File: src/rtl/sfr_pkg.sv
// ----------------------------------------------------------------------------
// sfr_pkg - shared types and constants for the stream find-and-replace block
// Register indexes, field widths and the source code of a drained result run.
// ----------------------------------------------------------------------------
`default_nettype none

package sfr_pkg;

    // Field widths
    localparam int BYTE_W   = 8;
    localparam int WORD_W   = 64;
    localparam int LEN_W    = 4;
    localparam int CFG_IDX_W = 3;

    // Defaults and limits
    localparam int MAX_PATTERN_BYTES = 8;
    localparam int MAX_REPL_BYTES    = 8;

    // Configuration register indexes
    localparam logic [CFG_IDX_W-1:0] CFG_PATTERN_BYTES      = 3'd0;
    localparam logic [CFG_IDX_W-1:0] CFG_PATTERN_LENGTH     = 3'd1;
    localparam logic [CFG_IDX_W-1:0] CFG_REPLACEMENT_BYTES  = 3'd2;
    localparam logic [CFG_IDX_W-1:0] CFG_REPLACEMENT_LENGTH = 3'd3;

    // Where the bytes after the held-prefix segment of a run come from
    typedef enum logic [1:0] {
        SRC_PAT,   // flushed pattern prefix
        SRC_REPL,  // replacement text
        SRC_CHAR,  // the input character itself
        SRC_NULL   // end-only marker, no character
    } t_src;

endpackage

`default_nettype wire

File: src/rtl/sfr_if.sv
// ----------------------------------------------------------------------------
// sfr_if - valid/ready channels of the stream find-and-replace block
// Input text beats, output text beats and configuration writes.
// ----------------------------------------------------------------------------
`default_nettype none

interface sfr_in_if;
    logic                       valid;
    logic                       ready;
    logic [sfr_pkg::BYTE_W-1:0] text_byte;
    logic                       byte_present;
    logic                       text_end;

    modport source (output valid, text_byte, byte_present, text_end, input ready);
    modport sink   (input valid, text_byte, byte_present, text_end, output ready);
endinterface

interface sfr_out_if;
    logic                       valid;
    logic                       ready;
    logic [sfr_pkg::BYTE_W-1:0] out_byte;
    logic                       out_present;
    logic                       run_last;
    logic                       output_end;

    modport source (output valid, out_byte, out_present, run_last, output_end,
                    input ready);
    modport sink   (input valid, out_byte, out_present, run_last, output_end,
                    output ready);
endinterface

interface sfr_cfg_if;
    logic                          valid;
    logic                          ready;
    logic [sfr_pkg::CFG_IDX_W-1:0] index;
    logic [sfr_pkg::WORD_W-1:0]    data;

    modport source (output valid, index, data, input ready);
    modport sink   (input valid, index, data, output ready);
endinterface

`default_nettype wire

File: src/rtl/stream_find_replace.sv
// ----------------------------------------------------------------------------
// stream_find_replace - streaming substring find and replace
// Replaces every leftmost, non-overlapping occurrence of a pattern of up to
// MAX_PATTERN_BYTES bytes with a replacement of up to eight bytes.
// ----------------------------------------------------------------------------
// Usage:
//   i_text carries one text beat per item: a byte, a present flag and an end
//   flag. o_text returns the rewritten text, one byte per beat, with run_last
//   on the final beat an item causes and output_end on the final beat of the
//   whole text. An item with no byte and no end flag causes no beat.
//   i_cfg writes pattern, pattern length, replacement and replacement length
//   (indexes 0 to 3); other indexes are ignored. Write only while idle.
//   Writing the pattern or its length drops any held partial match.
// Timing:
//   An item waits in the input register, where its beats are planned, and
//   moves to the result register once that register is free, from which its
//   first beat is offered. Each item holds the result register until all its
//   beats (one to eight) are taken; an item with none never fills it. The
//   input register keeps taking items meanwhile until it is full, so items
//   of one beat each flow at one per cycle while o_text.ready stays high.
//   The result register drains through the single-byte output port.
// Reset and stall:
//   Reset clears the configuration, the valid flags, the beat position and
//   the match state; no input or write is taken while it is held. When the
//   receiver holds o_text.ready low the current beat holds, the result
//   register stays full and the input register then fills and drops ready.
// ----------------------------------------------------------------------------
`default_nettype none

module stream_find_replace #(
    parameter int MAX_PATTERN_BYTES = sfr_pkg::MAX_PATTERN_BYTES
) (
    input  wire         i_clk,
    input  wire         i_rst_n,
    sfr_in_if.sink      i_text,
    sfr_cfg_if.sink     i_cfg,
    sfr_out_if.source   o_text
);

    localparam int P  = MAX_PATTERN_BYTES;
    localparam int IW = (P > 1) ? $clog2(P) : 1;
    localparam int BW = sfr_pkg::BYTE_W;
    localparam int LW = sfr_pkg::LEN_W;

    // Configuration registers
    logic [sfr_pkg::WORD_W-1:0] r_pattern;
    logic [LW-1:0]              r_plen;
    logic [sfr_pkg::WORD_W-1:0] r_repl;
    logic [LW-1:0]              r_rlen;

    // Input register
    logic          r_in_valid;
    logic [BW-1:0] r_in_byte;
    logic          r_in_present;
    logic          r_in_end;

    // Match state
    logic [LW-1:0] r_matched;

    // Result register: a run of prefix bytes followed by a second segment
    logic               r_ob_valid;
    logic [LW-1:0]      r_ob_a;
    logic [LW-1:0]      r_ob_n;
    logic [LW-1:0]      r_ob_pos;
    sfr_pkg::t_src      r_ob_src;
    logic [BW-1:0]      r_ob_char;
    logic               r_ob_end;

    // Plan for the item in the input register
    logic [LW-1:0]      n_a;
    logic [LW-1:0]      n_b;
    logic [LW-1:0]      n_n;
    sfr_pkg::t_src      n_src;
    logic [LW-1:0]      n_matched;
    logic               n_has_out;

    logic [LW-1:0]      w_plen;
    logic [LW-1:0]      w_rlen;
    logic [LW-1:0]      w_k;
    logic [IW-1:0]      w_kidx;
    logic [P-1:0]       w_bord [P];
    logic               w_found;
    logic [LW-1:0]      w_j;
    logic [LW-1:0]      w_nk;

    logic               w_in_acc;
    logic               w_out_acc;
    logic               w_cfg_acc;
    logic               w_last;
    logic               w_ob_free;
    logic               w_load;
    logic [LW-1:0]      w_q;
    logic [2:0]         w_p3;
    logic [2:0]         w_q3;

    // Handshakes
    assign w_cfg_acc    = i_cfg.valid && i_cfg.ready;
    assign i_cfg.ready  = i_rst_n;
    assign w_in_acc     = i_text.valid && i_text.ready;
    assign w_out_acc    = o_text.valid && o_text.ready;
    assign w_last       = (r_ob_pos == r_ob_n - 1'b1);
    assign w_ob_free    = !r_ob_valid || (w_out_acc && w_last);
    assign w_load       = r_in_valid && w_ob_free;
    assign i_text.ready = i_rst_n && (!r_in_valid || w_load);

    // Saturated lengths
    assign w_plen = (r_plen > LW'(P)) ? LW'(P) : r_plen;
    assign w_rlen = (r_rlen > LW'(sfr_pkg::MAX_REPL_BYTES)) ?
                    LW'(sfr_pkg::MAX_REPL_BYTES) : r_rlen;

    // Held length, with a full match counted as nothing held
    assign w_k    = (r_matched >= w_plen) ? '0 : r_matched;
    assign w_kidx = w_k[IW-1:0];

    // Border table: pattern prefix of length jj ends the held prefix of length kk
    always_comb begin
        logic ok;
        for (int kk = 0; kk < P; kk++) begin
            w_bord[kk] = '0;
            for (int jj = 0; jj <= kk; jj++) begin
                ok = 1'b1;
                for (int ii = 0; ii < jj; ii++) begin
                    if (r_pattern[8*ii +: 8] != r_pattern[8*(kk-jj+ii) +: 8]) begin
                        ok = 1'b0;
                    end
                end
                w_bord[kk][jj] = ok;
            end
        end
    end

    // Longest fall-back that the new character extends
    always_comb begin
        w_found = 1'b0;
        w_j     = '0;
        for (int jj = 0; jj < P; jj++) begin
            if (LW'(jj) <= w_k && r_pattern[8*jj +: 8] == r_in_byte &&
                w_bord[w_kidx][jj]) begin
                w_found = 1'b1;
                w_j     = LW'(jj);
            end
        end
    end

    assign w_nk = w_j + 1'b1;

    // Result plan for one item
    always_comb begin
        n_a       = '0;
        n_b       = '0;
        n_src     = sfr_pkg::SRC_PAT;
        n_matched = r_matched;
        if (r_in_present) begin
            if (w_plen == '0) begin
                n_src     = sfr_pkg::SRC_CHAR;
                n_b       = LW'(1);
                n_matched = '0;
            end else if (w_found) begin
                n_a = w_k - w_j;
                if (w_nk == w_plen) begin
                    n_src     = sfr_pkg::SRC_REPL;
                    n_b       = w_rlen;
                    n_matched = '0;
                end else if (r_in_end) begin
                    n_src     = sfr_pkg::SRC_PAT;
                    n_b       = w_nk;
                    n_matched = '0;
                end else begin
                    n_matched = w_nk;
                end
            end else begin
                n_a       = w_k;
                n_src     = sfr_pkg::SRC_CHAR;
                n_b       = LW'(1);
                n_matched = '0;
            end
        end else if (r_in_end) begin
            // flush the held prefix
            n_a       = (r_matched < w_plen) ? r_matched : '0;
            n_matched = '0;
        end
        n_n = n_a + n_b;
        if (n_n == '0 && r_in_end) begin
            n_src = sfr_pkg::SRC_NULL;
            n_n   = LW'(1);
        end
        n_has_out = (n_n != '0);
    end

    // Configuration writes
    always_ff @(posedge i_clk) begin
        if (!i_rst_n) begin
            r_pattern <= '0;
            r_plen    <= '0;
            r_repl    <= '0;
            r_rlen    <= '0;
        end else if (w_cfg_acc) begin
            unique case (i_cfg.index)
                sfr_pkg::CFG_PATTERN_BYTES:      r_pattern <= i_cfg.data;
                sfr_pkg::CFG_PATTERN_LENGTH:     r_plen    <= i_cfg.data[LW-1:0];
                sfr_pkg::CFG_REPLACEMENT_BYTES:  r_repl    <= i_cfg.data;
                sfr_pkg::CFG_REPLACEMENT_LENGTH: r_rlen    <= i_cfg.data[LW-1:0];
                default: ;
            endcase
        end
    end

    // Input register
    always_ff @(posedge i_clk) begin
        if (!i_rst_n) begin
            r_in_valid <= 1'b0;
        end else if (w_in_acc) begin
            r_in_valid <= 1'b1;
        end else if (w_load) begin
            r_in_valid <= 1'b0;
        end
    end

    always_ff @(posedge i_clk) begin
        if (w_in_acc) begin
            r_in_byte    <= i_text.text_byte;
            r_in_present <= i_text.byte_present;
            r_in_end     <= i_text.text_end;
        end
    end

    // Result register and match state
    always_ff @(posedge i_clk) begin
        if (!i_rst_n) begin
            r_ob_valid <= 1'b0;
            r_ob_pos   <= '0;
            r_matched  <= '0;
        end else begin
            if (w_load) begin
                r_ob_valid <= n_has_out;
                r_ob_pos   <= '0;
            end else if (w_out_acc) begin
                if (w_last) begin
                    r_ob_valid <= 1'b0;
                end else begin
                    r_ob_pos <= r_ob_pos + 1'b1;
                end
            end
            // new pattern drops the held prefix
            if (w_cfg_acc && (i_cfg.index == sfr_pkg::CFG_PATTERN_BYTES ||
                              i_cfg.index == sfr_pkg::CFG_PATTERN_LENGTH)) begin
                r_matched <= '0;
            end else if (w_load) begin
                r_matched <= n_matched;
            end
        end
    end

    always_ff @(posedge i_clk) begin
        if (w_load) begin
            r_ob_a    <= n_a;
            r_ob_n    <= n_n;
            r_ob_src  <= n_src;
            r_ob_char <= r_in_byte;
            r_ob_end  <= r_in_end;
        end
    end

    // Output beat
    assign w_q  = r_ob_pos - r_ob_a;
    assign w_p3 = r_ob_pos[2:0];
    assign w_q3 = w_q[2:0];

    always_comb begin
        o_text.out_byte = '0;
        if (r_ob_pos < r_ob_a) begin
            o_text.out_byte = r_pattern[{w_p3, 3'b000} +: 8];
        end else begin
            case (r_ob_src)
                sfr_pkg::SRC_PAT:  o_text.out_byte = r_pattern[{w_q3, 3'b000} +: 8];
                sfr_pkg::SRC_REPL: o_text.out_byte = r_repl[{w_q3, 3'b000} +: 8];
                sfr_pkg::SRC_CHAR: o_text.out_byte = r_ob_char;
                default:           o_text.out_byte = '0;
            endcase
        end
    end

    assign o_text.valid       = r_ob_valid;
    assign o_text.out_present = (r_ob_src != sfr_pkg::SRC_NULL) || (r_ob_pos < r_ob_a);
    assign o_text.run_last    = w_last;
    assign o_text.output_end  = w_last && r_ob_end;

    // Checks
    a_run_len: assert property (@(posedge i_clk) disable iff (!i_rst_n)
        r_ob_valid |-> (r_ob_n != '0 && r_ob_n <= LW'(8)))
        else $error("result run length out of range");

    a_pos_in_run: assert property (@(posedge i_clk) disable iff (!i_rst_n)
        r_ob_valid |-> (r_ob_pos < r_ob_n))
        else $error("beat position beyond run");

    a_held_short: assert property (@(posedge i_clk) disable iff (!i_rst_n)
        r_matched < LW'(P))
        else $error("held prefix reached pattern size");

    a_drain_empty: assert property (@(posedge i_clk) disable iff (!i_rst_n)
        (w_out_acc && w_last && !w_load) |=> !r_ob_valid)
        else $error("result register still full after last beat");

    a_null_alone: assert property (@(posedge i_clk) disable iff (!i_rst_n)
        (r_ob_valid && !o_text.out_present) |-> (o_text.run_last && o_text.output_end))
        else $error("end marker beat not alone at end of text");

endmodule

`default_nettype wire
File: src/flat_wrapper.sv
// flat-port wrapper written by rule: the top's interface ports become plain ports
module stream_find_replace_flat 
#(
    parameter int MAX_PATTERN_BYTES = sfr_pkg::MAX_PATTERN_BYTES
)
  (i_clk, i_rst_n, i_text_valid, i_text_text_byte, i_text_byte_present, i_text_text_end, i_text_ready, i_cfg_valid, i_cfg_index, i_cfg_data, i_cfg_ready, o_text_valid, o_text_out_byte, o_text_out_present, o_text_run_last, o_text_output_end, o_text_ready);
  sfr_in_if i_text_i ();
  sfr_cfg_if i_cfg_i ();
  sfr_out_if o_text_i ();
  input  wire i_clk;
  input  wire i_rst_n;
  input wire logic [$bits(i_text_i.valid)-1:0] i_text_valid;
  input wire logic [$bits(i_text_i.text_byte)-1:0] i_text_text_byte;
  input wire logic [$bits(i_text_i.byte_present)-1:0] i_text_byte_present;
  input wire logic [$bits(i_text_i.text_end)-1:0] i_text_text_end;
  output wire logic [$bits(i_text_i.ready)-1:0] i_text_ready;
  input wire logic [$bits(i_cfg_i.valid)-1:0] i_cfg_valid;
  input wire logic [$bits(i_cfg_i.index)-1:0] i_cfg_index;
  input wire logic [$bits(i_cfg_i.data)-1:0] i_cfg_data;
  output wire logic [$bits(i_cfg_i.ready)-1:0] i_cfg_ready;
  output wire logic [$bits(o_text_i.valid)-1:0] o_text_valid;
  output wire logic [$bits(o_text_i.out_byte)-1:0] o_text_out_byte;
  output wire logic [$bits(o_text_i.out_present)-1:0] o_text_out_present;
  output wire logic [$bits(o_text_i.run_last)-1:0] o_text_run_last;
  output wire logic [$bits(o_text_i.output_end)-1:0] o_text_output_end;
  input wire logic [$bits(o_text_i.ready)-1:0] o_text_ready;
  assign i_text_i.valid = i_text_valid;
  assign i_text_i.text_byte = i_text_text_byte;
  assign i_text_i.byte_present = i_text_byte_present;
  assign i_text_i.text_end = i_text_text_end;
  assign i_text_ready = i_text_i.ready;
  assign i_cfg_i.valid = i_cfg_valid;
  assign i_cfg_i.index = i_cfg_index;
  assign i_cfg_i.data = i_cfg_data;
  assign i_cfg_ready = i_cfg_i.ready;
  assign o_text_valid = o_text_i.valid;
  assign o_text_out_byte = o_text_i.out_byte;
  assign o_text_out_present = o_text_i.out_present;
  assign o_text_run_last = o_text_i.run_last;
  assign o_text_output_end = o_text_i.output_end;
  assign o_text_i.ready = o_text_ready;
  stream_find_replace #(.MAX_PATTERN_BYTES(MAX_PATTERN_BYTES)) u_core (.i_clk(i_clk), .i_rst_n(i_rst_n), .i_text(i_text_i), .i_cfg(i_cfg_i), .o_text(o_text_i));
endmodule
File: config.mk
export PLATFORM = sky130hd
export DESIGN_NAME = stream_find_replace_flat
export DESIGN_NICKNAME = d
export VERILOG_FILES = /design/src/rtl/sfr_pkg.sv /design/src/rtl/sfr_if.sv /design/src/rtl/stream_find_replace.sv /design/src/flat_wrapper.sv
export SDC_FILE = /design/constraint.sdc
export NUM_CORES = 1
export LEC_CHECK = 0
export ABC_AREA = 0
export BUFFER_PORTS_ARGS = -buffer_cell sky130_fd_sc_hd__buf_2
export CAP_MARGIN = 25
export CORE_ASPECT_RATIO = 0.5
export CORE_MARGIN = 5
export CORE_UTILIZATION = 25
export DETAILED_ROUTE_END_ITERATION = 10
export GPL_TIMING_DRIVEN = 0
export PLACE_DENSITY_LB_ADDON = 0.1
export SYNTH_ARGS = -nofsm -noshare
export SYNTH_HDL_FRONTEND = slang
export SYNTH_SLANG_ARGS = --single-unit
File: constraint.sdc
create_clock -name i_clk -period 6.8 [get_ports i_clk]
set_clock_uncertainty 0.15 [all_clocks]
set_input_delay 1.36 -clock i_clk [delete_from_list [all_inputs] [get_ports i_clk]]
set_output_delay 1.36 -clock i_clk [all_outputs]
set_load 0.005 [all_outputs]
-- Word level (Yosys, flattened, before mapping)
Cells that the tools add are included.
- flip-flop bits (word level): 175
- output and inout bits: 14
- word-level logic and storage cells: 198
- add/subtract/negate cells: 6
- order comparisons: 14
- equal/unequal tests: 37
- shift operators: 3
- mux-type cells: 70
- bitwise logic cells: 3
- reduce and logical (&&, ||, !) cells: 49
- operator list (operator ; count):
    $shiftx A64 B7 Y8 ; 3
    $ne A8 B8 Y1 ; 21
    $mux W4 ; 20
    $eq A8 B8 Y1 ; 8
    $mux W1 ; 36
    $logic_and A1 B1 Y1 ; 25
    $bmux W8 S3 ; 1
    $mux W8 ; 3
    $pmux W8 S3 ; 1
    $le A3 B4 Y1 const A ; 4
    $reduce_and A2 Y1 ; 7
    $mux W3 ; 4
    $mux W2 ; 5
    $eq A4 B4 Y1 ; 2
    $gt A4 B4 Y1 const B ; 2
    $le A1 B4 Y1 const A ; 2
    $le A2 B4 Y1 const A ; 2
    $logic_not A4 Y1 ; 2
    $lt A4 B4 Y1 ; 2
    $reduce_bool A2 Y1 ; 4
    $eq A3 B2 Y1 const B ; 2
    $add A3 B1 Y4 const B ; 1
    $add A4 B1 Y4 const B ; 1
    $add A4 B4 Y4 ; 1
    17 further kinds ; 23

-- Depth between registers and ports, before layout
Gate-level depths: netlist (run 1).
- depth after elaboration: 30
- gate-level depth with buffers: 31

-- Least setup slack after synthesis (run 1)
Ideal clock, no wire load.
- path kind: register to register
- start: register u_core.r_pattern[44] (netlist name)
- end: register u_core.r_ob_src[0], data pin
- arrival time: 5.376 ns
- path slack: 1.015 ns
- stages on the path, launching flop included: 29
- period minus slack after synthesis: 5.785 ns
- cell sequence: dfxtp_1 -> clkbuf_1 -> xor2_1 -> nor4_1 -> nand4_1 -> or3_1 -> a32o_1 -> a2111o_1 -> a21o_1 -> and2_2 -> o21ai_0 -> ha_1 -> xor2_1 -> nor2_1 -> o311ai_0 -> o31ai_1 -> o211a_2 -> nand4_4 -> nand3_1 -> o21ai_0 -> nand3_1 -> inv_1 -> ha_1 -> a21o_1 -> a21oi_1 -> xnor2_1 -> xnor2_1 -> nand3_1 -> o21ai_1
- word-level cells in the longest chain between the ends: 22
- elaborated cells on any way between the ends: 59
- those cells by class: 3 x add/sub; 8 x eq/ne; 39 x mux; 9 x reduce/logical
- ends and longest elaborated chain (element ; line ; source):
    start, declared ; stream_find_replace.sv:46 ; logic [sfr_pkg::WORD_W-1:0] r_pattern;
    start signal, assigned ; stream_find_replace.sv:199 ; sfr_pkg::CFG_PATTERN_BYTES: r_pattern <= i_cfg.data;
    $ne A8 B8 Y1 ; stream_find_replace.sv:123 ; if (r_pattern[8*ii +: 8] != r_pattern[8*(kk-jj+ii) +: 8]) begin
    $mux W1 ; stream_find_replace.sv:123 ;
    $bmux W8 S3 / $mux W1 (equally long branches) ; stream_find_replace.sv:138, stream_find_replace.sv:123 ;
    $mux W8 (not written as such) / $bmux W8 S3 (equally long branches) ; stream_find_replace.sv:138 ; w_bord[w_kidx][jj]) begin
    $mux W8 (not written as such) ; stream_find_replace.sv:138 ;
    $logic_and A1 B1 Y1 / $mux W8 (equally long branches) ; stream_find_replace.sv:137, stream_find_replace.sv:138 ;
    $mux W1 / $logic_and A1 B1 Y1 (equally long branches) ; stream_find_replace.sv:137 ; if (LW'(jj) <= w_k && r_pattern[8*jj +: 8] == r_in_byte &&
    $mux W2 (2 in series) ; stream_find_replace.sv:137 ;
    (+5 left out) ; n/a ;
    $eq A4 B4 Y1 / $mux W4 (equally long branches) ; stream_find_replace.sv:160, stream_find_replace.sv:164 ;
    $mux W4 ; stream_find_replace.sv:160 ; if (w_nk == w_plen) begin
    $mux W4 ; stream_find_replace.sv:158 ; end else if (w_found) begin
    $mux W4 ; stream_find_replace.sv:154 ; if (w_plen == '0) begin
    $mux W4 ; stream_find_replace.sv:153 ; if (r_in_present) begin
    $add A4 B4 Y4 ; stream_find_replace.sv:182 ; n_n = n_a + n_b;
    $logic_not A4 Y1 ; stream_find_replace.sv:183 ; if (n_n == '0 && r_in_end) begin
    $logic_and A1 B1 Y1 ; stream_find_replace.sv:183 ;
    end signal, assigned ; stream_find_replace.sv:258 ; r_ob_src <= n_src;
    end, declared ; stream_find_replace.sv:65 ; sfr_pkg::t_src r_ob_src;
Parallel ways exist; a longest one is shown, timed or not. The select of a mux whose other input is x is not followed.
A chain may end at the register's enable or synchronous reset.

-- Worst setup path in the final report (run 1)
- start: register u_core.r_ob_pos[0]
- end: output port o_text_out_byte[5]
- word-level cells in the longest chain between the ends: 4
- elaborated cells on any way between the ends: 7
- those cells by class: 1 x add/sub; 1 x order compare; 3 x shift; 2 x mux
- ends and longest elaborated chain (element ; line ; source):
    start, declared ; stream_find_replace.sv:64 ; logic [LW-1:0] r_ob_pos;
    start signal, assigned ; stream_find_replace.sv:241 ; r_ob_pos <= r_ob_pos + 1'b1;
    $sub A3 B3 Y3 ; stream_find_replace.sv:265 ; assign w_q = r_ob_pos - r_ob_a;
    $shiftx A64 B7 Y8 (on tied branches) ; stream_find_replace.sv:276, stream_find_replace.sv:275 ;
    $pmux W8 S3 ; stream_find_replace.sv:274 ; case (r_ob_src)
    $mux W8 (*) ; stream_find_replace.sv:271 ; if (r_ob_pos < r_ob_a) begin
    end, declared ; flat_wrapper.sv:22 ; output wire logic [$bits(o_text_i.out_byte)-1:0] o_text_out_byte;
Every way passes the cells marked *; elsewhere a longest branch is shown, timed or not.

==> results.md, run 1 <==
* Die Wd at 320 µm
* Top-level I/O count at 96
* Htree depth at 4
* Routability Congestion at about 0.90
* First-pass GRT wire length at 72,400 µm
* HP Class: reg -> reg
* Post-Synth Adder-Cell Area at ~2.2%
* Worst Setup End Kind: output pin
* Antenna Nets Post-Route at 0
* Finished Layout Cells at 2,097
* Clk root buf: clkbuf_16
* Share of cells above drive strength 1 at a little under a fifth
* DRT Pass-1 Iters at 5
* Vias at ~10,000
* CP Max Fanout at 10
* Mapped Area at roughly 12,000 µm²
* WP data required at ~5.3 ns
* Max_cap viols at 0
* Largest family of logic cells by synthesized area: XOR/XNOR gates
* Synth cell types at between 60 and 70
* Drc violations at 0
* Net count after synthesis at 1,442
* Die Footprint at 52,900 µm²
* Initial Utilization at between 20% and 30%
* Number of global-route vias before repair at approximately 10,000
* Synth Register Bits at 175
* Worst path cell trace: clkdlybuf4s15_1, clkbuf_2, inv_1, ha_1, buf_1, clkbuf_1, mux4_2, mux4_2, a22oi_1, a21oi_1, buf_2
* Max Transition Viols Final at 0
* Slowest cell delay on critical path at ~0.66 ns
* CP Buf/Inv Count at 6
* Slowest CP cell: clkdlybuf4s15_1
* Setup WS pre-CTS at -0.747 ns
* Syn. warnings at 0
* Final wirelength at roughly 50,000 µm
* Fmax at roughly 150 MHz
* Number of flops mapped to enable cells by yosys at 29
* Final Cycle Share at 96.4%
* Fin nets at between 1,500 and 2,000
* Cell Pwr Density at 171 nW/µm²
* Final Hold Vio Count at 0
* Pin count of the biggest net entering global routing at 19
* Max rail drop VDD at around 0.18 mV
* Clk pin slew, worst setup/hold paths at around 0.070 ns
* CP delay by family, top: buffers and inverters
* PortBufs at 94
* Post-synth top flop: dfxtp_1
* CTS Hold Bufs at 0
* Final setup vio count at 0
* Register area share after synthesis at roughly a third
* CTS Buf Count at 17
* Placed Cells at 2,078
* Worst-Margin Slew at about 1.0 ns
* Commonest non-fill, non-tap cell in the layout: nand2_1
* GRT Util Overall at between 10% and 20%
* Post-Synth Simple-Gate Area at a little under a fifth
* Post-Synthesis Cells at 1,341
* Post-Synth XOR/XNOR Area at a little under a fifth
* Worst slew margin at between 30% and 40%
* CTS tree: yes
* Initial antenna violation count at 1
* # rows at 56
* Clock sink count at 175
* Routed wire length per instance at 24.0 µm
* Commonest non-fill, non-tap cells in the layout: nand2_1, xnor2_1, dfxtp_1
* RSZ-0062 raised after global routing: no
* Startpoint Class: register
* Worst skew pair latency at 0.46 ns
* Most frequent CP cell: mux4_2
* DRT iter0 DRCs at slightly below 1,000
* Final WS setup at around 0.25 ns
* Post-Syn Area per Cell at between 8 and 9 µm²
* Max Buffers Root-to-Sink at 2
* Gr ovfl total at 0
* Compound-Gate Fraction of Synth Area at roughly 13%
* Ys async rst share at 0%
* Status: finished clean
* Multiplexer area fraction after synthesis at between 10% and 20%
* Tmin final at about 6.6 ns
* Die Y at around 170 µm
* Detailed placement HPWL at about 38,000 µm
* Crit path DAT at approximately 5.0 ns
* Area Growth Syn to Fin at 16.6%
* Drt via density at about 5.0
* Core ar. at 47,200 µm²
* Crit path kind: reg -> out
* Pleak at roughly 5.2 nW
synth_stat cells (4+ instances only):
master	count	area share, %
nand2_1	284	8.9
dfxtp_1	146	24
xnor2_1	141	10
a21boi_0	131	8.2
xor2_1	107	7.8
clkbuf_1	79	2.5
mux4_2	54	10
nand4_1	40	2.1
nor4_1	31	1.6
edfxtp_1	29	7.2
nor2_1	28	0.87
buf_2	27	1.1
inv_1	22	0.69
nor2b_1	21	1.1
a21oi_1	17	0.71
ha_1	16	1.7
o21ai_0	15	0.62
nand3_1	14	0.58
mux2i_1	11	0.91
a22oi_1	10	0.62
a211oi_1	9	0.56
buf_6	9	0.84
nor3_1	8	0.33
buf_1	6	0.19
buf_4	6	0.37
nand2b_1	6	0.31
a31oi_1	5	0.26
and2_1	4	0.21
routing by layer:
layer,wire (µm),track usage [%]
met3,3360,3.40
met2,22100,29.3
met5,0,0
met1,23600,26.5
met4,1210,5.42
power by group:
part | switching (mW) | internal, mW
combinational | 0.186 | 0.124
clock | 0.503 | 0.500
sequential | 0.0207 | 1.07
total | 0.710 | 1.69
registers in the layout, indices dropped and copies added (netlist names), 2 cells and up:
register          cells
u_core.r_ob_a         4
u_core.r_ob_n         4
u_core.r_repl        64
u_core.r_in_byte      8
u_core.r_pattern     64
u_core.r_rlen         4
u_core.r_matched      4
u_core.r_ob_char      8
u_core.r_ob_pos       4
u_core.r_ob_src       2
u_core.r_plen         4
worst paths after layout:
| check | depth (start not counted) | endpoint | from | slack [ns] |
|---|---|---|---|---|
| worst min register to register | 2 | u_core.r_repl[18] | u_core.r_repl[18] | 0.32 |
| worst max register to register | 28 | u_core.o_text.valid | u_core.r_pattern[37] | 0.32 |
| worst max-delay path | 11 | o_text_out_byte[5] | u_core.r_ob_pos[0] | 0.25 |
| worst min-delay path | 2 | u_core.r_repl[18] | u_core.r_repl[18] | 0.32 |
per-stage QoR:
stage	setup TNS [ns]	util, %	hold slack (ns)	power [mW]	instance area [µm²]
after detailed placement	-4.16	28.4	0.305	1.42	13400
after CTS	0	29.6	0.316	2.42	14000
final	0	29.7	0.317	2.40	14000
after global placement	-4.44	28.2	0.306	1.41	13300
after global routing	0	29.7	0.338	2.50	14000
after floorplan	0	-	0.274	1.28	12000
final cells by class:
cell class / instances / area [µm²]
Tap cell: 638 / 798
Sequential cell: 175 / 3810
Antenna cell: 2 / 5.00
Fill cell: 5043 / 33200
Timing Repair Buffer: 100 / 557
Clock inverter: 13 / 140
Inverter: 23 / 86.3
Multi-Input combinational cell: 1016 / 7630
Clock buffer: 19 / 443
Buffer: 111 / 578
what timing repair did:
action                                  CTS  global route
pin swaps                                 0             2
setup buffers                             0             1
endpoints found under the setup margin    7            14
resized for setup                        13            29
worst register-to-register path, delay by kind of cell, from the launching register on:
kind	cells	cell delay [ns]
AOI/OAI and AO/OA	12	2.45
and+or+nand+nor	8	1.82
xor gates and xnor gates	4	0.73
adders and majority gates	2	0.63
DFF	1	0.30
buffers and inverters	2	0.29
cell families (layout without fill, tap and decap cells):
kind of cell	after synthesis	count (layout)
buffers and inverters	150	266
flip-flops	175	175
AO/OA/AOI/OAI	214	214
multiplexers	67	67
adder cells (fa/ha/maj)	19	19
XOR/XNOR	250	250
AND/OR/NAND/NOR	466	466
other	0	2
(Power assumes the default switching activity.)
==> inputs of run 2 (changes only) <==
--- a/config.mk
+++ b/config.mk
@@ -14,6 +14,7 @@
 export DETAILED_ROUTE_END_ITERATION = 10
 export GPL_TIMING_DRIVEN = 0
 export PLACE_DENSITY_LB_ADDON = 0.1
+export RECOVER_POWER = 50
 export SYNTH_ARGS = -nofsm -noshare
 export SYNTH_HDL_FRONTEND = slang
 export SYNTH_SLANG_ARGS = --single-unit
==> results.md, run 2 (synthesis results as in run 1) <==
* Status: finished, violations left
* Failing checks: capacitance limit, slew limit
* Die Wd at 320 µm (unchanged)
* Gr ovfl total at 0 (unchanged)
* Tmin final at 6.54 ns (-0.00823 ns)
* First-pass GRT wire length at 72,400 µm (unchanged)
* Worst slew margin at -3.40% (-34 points)
* Fin nets at 1,545 (unchanged)
* Multi-input gate area at 7630 µm² (about the same)
* Routed wire length per instance at 24.0 µm (about the same)
* Total power at 2.40 mW (-0.15%)
* Final Cycle Share at 96.2% (-0.12 points)
* PortBufs at 94 (unchanged)
* CTS Hold Bufs at 0 (unchanged)
* Largest regs: u_core.r_pattern (64), u_core.r_repl (64)
* Final setup vio count at 0 (unchanged)
* Worst skew pair latency at 0.46 ns (about the same)
* Max_cap viols at 1 (+1)
* Clk root buf: clkbuf_16
* Share of cells above drive strength 1 at 18.1% (-0.34 points)
* Top-level I/O count at 96 (unchanged)
* GRT Util Overall at 18.7% (unchanged)
* Max rail drop VDD at 0.176 mV (about the same)
* Clk pin slew, worst setup/hold paths at 0.07 ns (about the same)
* Final Hold Vio Count at 0 (unchanged)
* CP Buf/Inv Count at 6 (unchanged)
* Antenna Nets Post-Route at 0 (unchanged)
* Flop2flop setup slack at 0.32 ns (about the same)
* Worst path cell trace: clkdlybuf4s15_1, clkbuf_2, inv_1, ha_1, buf_1, clkbuf_1, mux4_2, mux4_2, a22oi_1, a21oi_1, buf_2
* CP Max Fanout at 10 (unchanged)
* HP Class: reg -> reg
* Drc violations at 0 (unchanged)
* CTS Buf Count at 17 (unchanged)
* Vias at 10,479 (+0.14%)
* Slowest CP cell: clkdlybuf4s15_1
* WP data required at 5.29 ns (about the same)
* Commonest non-fill, non-tap cells in the layout: nand2_1, xnor2_1, dfxtp_1
* Cell Pwr Density at 172 nW/µm² (+0.23%)
* Fillers at 5,051 (+0.16%)
* Setup TNS at 0 ns (unchanged)
* Fin util at 29.6% (-0.11 points)
* Final wirelength at 50,200 µm (about the same)
* Htree depth at 4 (unchanged)
* Drt via density at 5.00 (+0.14%)
* Register area at 3810 µm² (unchanged)
* DRT Pass-1 Iters at 5 (unchanged)
* CTS tree: yes
* Max Transition Viols Final at 11 (+11)
* Crit path kind: reg -> out
* Pleak at 5.15 nW (-0.50%)
* Pin count of the biggest net entering global routing at 19 (unchanged)
* Fmax at 153 MHz (+0.13%)
* Number of global-route vias before repair at 10,386 (unchanged)
* Slowest cell delay on critical path at 0.66 ns (about the same)
* Commonest non-fill, non-tap cell in the layout: nand2_1
* Die Y at 165 µm (unchanged)
* Initial antenna violation count at 1 (unchanged)
* Core ar. at 47,200 µm² (unchanged)
* Placed inst area at 13,400 µm² (unchanged)
* # rows at 56 (unchanged)
* Clock sink count at 175 (unchanged)
* DRT iter0 DRCs at 989 (-0.40%)
* Most frequent CP cell: mux4_2
* Area Growth Syn to Fin at 16.2%
* Worst Setup End Kind: output pin
* Startpoint Class: register
* Routability Congestion at 0.905 (unchanged)
* Worst-Margin Slew at 1.55 ns (+0.498 ns)
* Design area at 14,000 µm² (-0.38%)
* Die Footprint at 52,900 µm² (unchanged)
* Crit path DAT at 5.03 ns (about the same)
* RSZ-0062 raised after global routing: no
* Max Buffers Root-to-Sink at 2 (unchanged)
* Initial Utilization at 25.5% (unchanged)
* Detailed placement HPWL at 37,900 µm (unchanged)
* CP delay by family, top: buffers and inverters
run 2: changes by cell type in the layout (fill, tap and decap cells not counted), sizes merged:
cell / delta
clkbuf: +4
buf: -4
run 2: what timing repair did:
action / 4_1_cts / 5_1_grt
resized for setup: 13 / 29
setup endpoints to repair: 7 / 14
buffers inserted: 0 / 1
pin swaps: 0 / 2
run 2: worst paths after layout:
path / to / depth (start not counted) / start
max reg2reg: u_core.o_text.valid / 28 / u_core.r_pattern[37]
min: u_core.r_repl[18] / 2 / u_core.r_repl[18]
min reg2reg: u_core.r_repl[18] / 2 / u_core.r_repl[18]
max: o_text_out_byte[5] / 11 / u_core.r_ob_pos[0]
run 2: power breakdown:
part | leakage, nW | switching, mW | internal, mW
registers | 1.46 | 0.0207 | 1.07
clock network | 0.284 | 0.503 | 0.500
logic | 3.41 | 0.186 | 0.120
total | 5.15 | 0.709 | 1.69
run 2: tightest hold or removal path, stage by stage, from the launching register on:
cell,delay (ns)
dfxtp_1,0.31
nand2_1,0.05
a21boi_0,0.06
run 2: layout make-up:
cell class / instances / share of cell area, %
Antenna cell: 2 / 0.0358
Buffer: 111 / 4.13
Clock buffer: 19 / 3.17
Clock inverter: 13 / 1.00
Inverter: 23 / 0.617
Multi-Input combinational cell: 1016 / 54.5
Sequential cell: 175 / 27.2
Tap cell: 638 / 5.70
Timing Repair Buffer: 100 / 3.63
run 2: routing by layer:
layer  routed length, µm  GRT usage (%)  vias up
li1                    -              -     4834
met1               23400           26.5     5209
met2               22100           29.3      376
met3                3510           3.40       60
met4                1220           5.42        0
met5                   0              0        -
run 2: per-stage QoR:
stage	setup WS [ns]	hold slack, ns	cells
2_1_floorplan	1.01	0.274	1341
3_3_place_gp	-0.785	0.306	2073
3_5_place_dp	-0.747	0.305	2078
4_1_cts	0.00467	0.316	2101
5_1_grt	0.0343	0.338	2095
6_report	0.256	0.317	2097
==> inputs of run 3 (changes only) <==
--- a/config.mk
+++ b/config.mk
@@ -13,8 +13,10 @@
 export CORE_UTILIZATION = 25
 export DETAILED_ROUTE_END_ITERATION = 10
 export GPL_TIMING_DRIVEN = 0
+export MAX_ROUTING_LAYER = met4
 export PLACE_DENSITY_LB_ADDON = 0.1
 export RECOVER_POWER = 50
+export REMOVE_ABC_BUFFERS = 1
 export SYNTH_ARGS = -nofsm -noshare
 export SYNTH_HDL_FRONTEND = slang
 export SYNTH_SLANG_ARGS = --single-unit
==> results.md, run 3 (synthesis results as in run 1) <==
* Max rail drop VDD at 0.117 mV (-33%)
* CP Max Fanout at 14 (+4)
* Worst Setup End Kind: register
* Fin nets at 1,449 (-6.2%)
* Drc violations at 0 (unchanged)
* Commonest non-fill, non-tap cells in the layout: nand2_1, xnor2_1, a21boi_0
* Clk pin slew, worst setup/hold paths at 0.08 ns (about the same)
* Net Sw Frac at 29.4% (-0.13 points)
* Routed wire length per instance at 23.7 µm (-1.1%)
* Internal power at 1.69 mW (-0.35%)
* Initial antenna violation count at 2 (+1)
* Number of global-route vias before repair at 10,120 (-2.6%)
* Max_cap viols at 4 (+3)
* Worst slew margin at -19.4% (-16 points)
* Detailed placement HPWL at 33,900 µm (-11%)
* Share of cells above drive strength 1 at 20.8% (+2.7 points)
* HP Class: reg -> reg
* First-pass GRT wire length at 69,500 µm (-4.0%)
* Comb pwr share at 12.0% (-0.7 points)
* Antenna Nets Post-Route at 0 (unchanged)
* Startpoint Class: register
* Htree depth at 4 (unchanged)
* Commonest non-fill, non-tap cell in the layout: nand2_1
* Drt via density at 5.00 (about the same)
* WP data required at 7.00 ns (+1.71 ns)
* Slowest cell delay on critical path at 0.57 ns (-0.09 ns)
* Area Growth Syn to Fin at 14.6%
* Final wirelength at 47,400 µm (-5.7%)
* Worst skew pair latency at 0.46 ns (about the same)
* RSZ-0062 raised after global routing: no
* Clock power frac at 41.6% (-0.2 points)
* Routability Congestion at 0.848 (-6.2%)
* Initial Utilization at 25.5% (unchanged)
* Fmax at 156 MHz (+2.0%)
* DRT iter0 DRCs at 624 (-37%)
* Final setup vio count at 0 (unchanged)
* Core ar. at 47,200 µm² (unchanged)
* Clock sink count at 175 (unchanged)
* Vias at 9,995 (-4.6%)
* Die Wd at 320 µm (unchanged)
* Failing checks: capacitance limit, slew limit
* Pleak at 5.01 nW (-2.8%)
* Die Y at 165 µm (unchanged)
* Slowest CP cell: dfxtp_2
* Final Cycle Share at 94.4% (-1.8 points)
* Most frequent CP cell: ha_1
* Max Buffers Root-to-Sink at 2 (unchanged)
* Worst-Margin Slew at 1.79 ns (+0.246 ns)
* Max Transition Viols Final at 228 (+217)
* Gr ovfl total at 0 (unchanged)
* Cell Pwr Density at 173 nW/µm² (+0.88%)
* Tmin final at 6.42 ns (-0.126 ns)
* CP delay by family, top: compound AO/OA/AOI/OAI gates
* DRT Pass-1 Iters at 5 (unchanged)
* CP Buf/Inv Count at 2 (-4)
* CTS Hold Bufs at 0 (unchanged)
* Status: finished, violations left
* CTS Buf Count at 17 (unchanged)
* # rows at 56 (unchanged)
* Switching pwr at 0.703 mW (-0.95%)
* Hold slack at 0.318 ns (+0.000954 ns)
* Top-level I/O count at 96 (unchanged)
* Crit path DAT at 6.61 ns (+1.58 ns)
* Crit path kind: reg -> reg
* Pin count of the biggest net entering global routing at 102 (+83)
* PortBufs at 95 (+1.1%)
* Flop pwr share at 46.4% (+0.9 points)
* Setup WS pre-CTS at -0.541 ns (+0.206 ns)
* Largest regs: u_core.r_pattern (64), u_core.r_repl (64)
* Final Hold Vio Count at 0 (unchanged)
* Final WS setup at 0.382 ns (+0.126 ns)
* Clk root buf: clkbuf_16
* Die Footprint at 52,900 µm² (unchanged)
* GRT Util Overall at 18.3% (-0.39 points)
* CTS tree: yes
run 3: worst paths after layout:
path                       startpoint                   to  slack (ns)  cells past startpoint
setup / recovery  u_core.r_matched[1]  u_core.o_text.valid        0.38                     29
hold / removal      u_core.r_repl[33]    u_core.r_repl[33]        0.32                      2
setup reg to reg  u_core.r_matched[1]  u_core.o_text.valid        0.38                     29
hold reg to reg     u_core.r_repl[33]    u_core.r_repl[33]        0.32                      2
run 3: what timing repair did:
action                                  4_1_cts  5_1_grt
resized for setup                            37       49
endpoints found under the setup margin        7        5
setup buffers                                 0        2
pin swaps                                     0        2
run 3: final cells by class:
| cell class | instances | area, µm² |
|---|---|---|
| fill | 4965 | 33400 |
| multi-input combinational | 1016 | 7680 |
| sequential | 175 | 3910 |
| tap | 638 | 798 |
| timing repair buffer | 115 | 738 |
| clock buffer | 18 | 439 |
| clock inverter | 14 | 143 |
| inverter | 23 | 86.3 |
| antenna | 1 | 2.50 |
run 3: metal layers:
layer / up-vias / global-route usage, % / wire length (µm)
li1: 4627 / - / -
met1: 5077 / 25.7 / 23500
met2: 244 / 28.3 / 21200
met3: 47 / 2.42 / 1960
met4: 0 / 4.22 / 736
met5: - / - / 0
run 3: worst min-delay path: stages (launching register included):
cell and delay (ns):
dfxtp_1 0.31, nand2_1 0.05, a21boi_0 0.06
run 3: per-stage QoR:
stage / util, % / TNS [ns] / cells / power (mW) / cell area [µm²]
global placement: 26.9 / -349.81 / 1947 / 1.41 / 12700
global route: 29.2 / 0 / 2000 / 2.49 / 13800
floorplan: - / 0 / 1214 / 1.27 / 11400
CTS: 29.0 / 0 / 1996 / 2.43 / 13700
detailed placement: 27.6 / -2.64 / 1964 / 1.42 / 13000
finish: 29.2 / 0 / 2000 / 2.39 / 13800
run 3: power groups by stage:
stage	registers, mW	clock network (mW)	logic, mW
global route	1.11	1.07	0.307
CTS	1.11	1.03	0.281
floorplan	1.12	0	0.147
finish	1.11	0.994	0.286
detailed placement	1.14	0	0.279
global placement	1.14	0	0.268
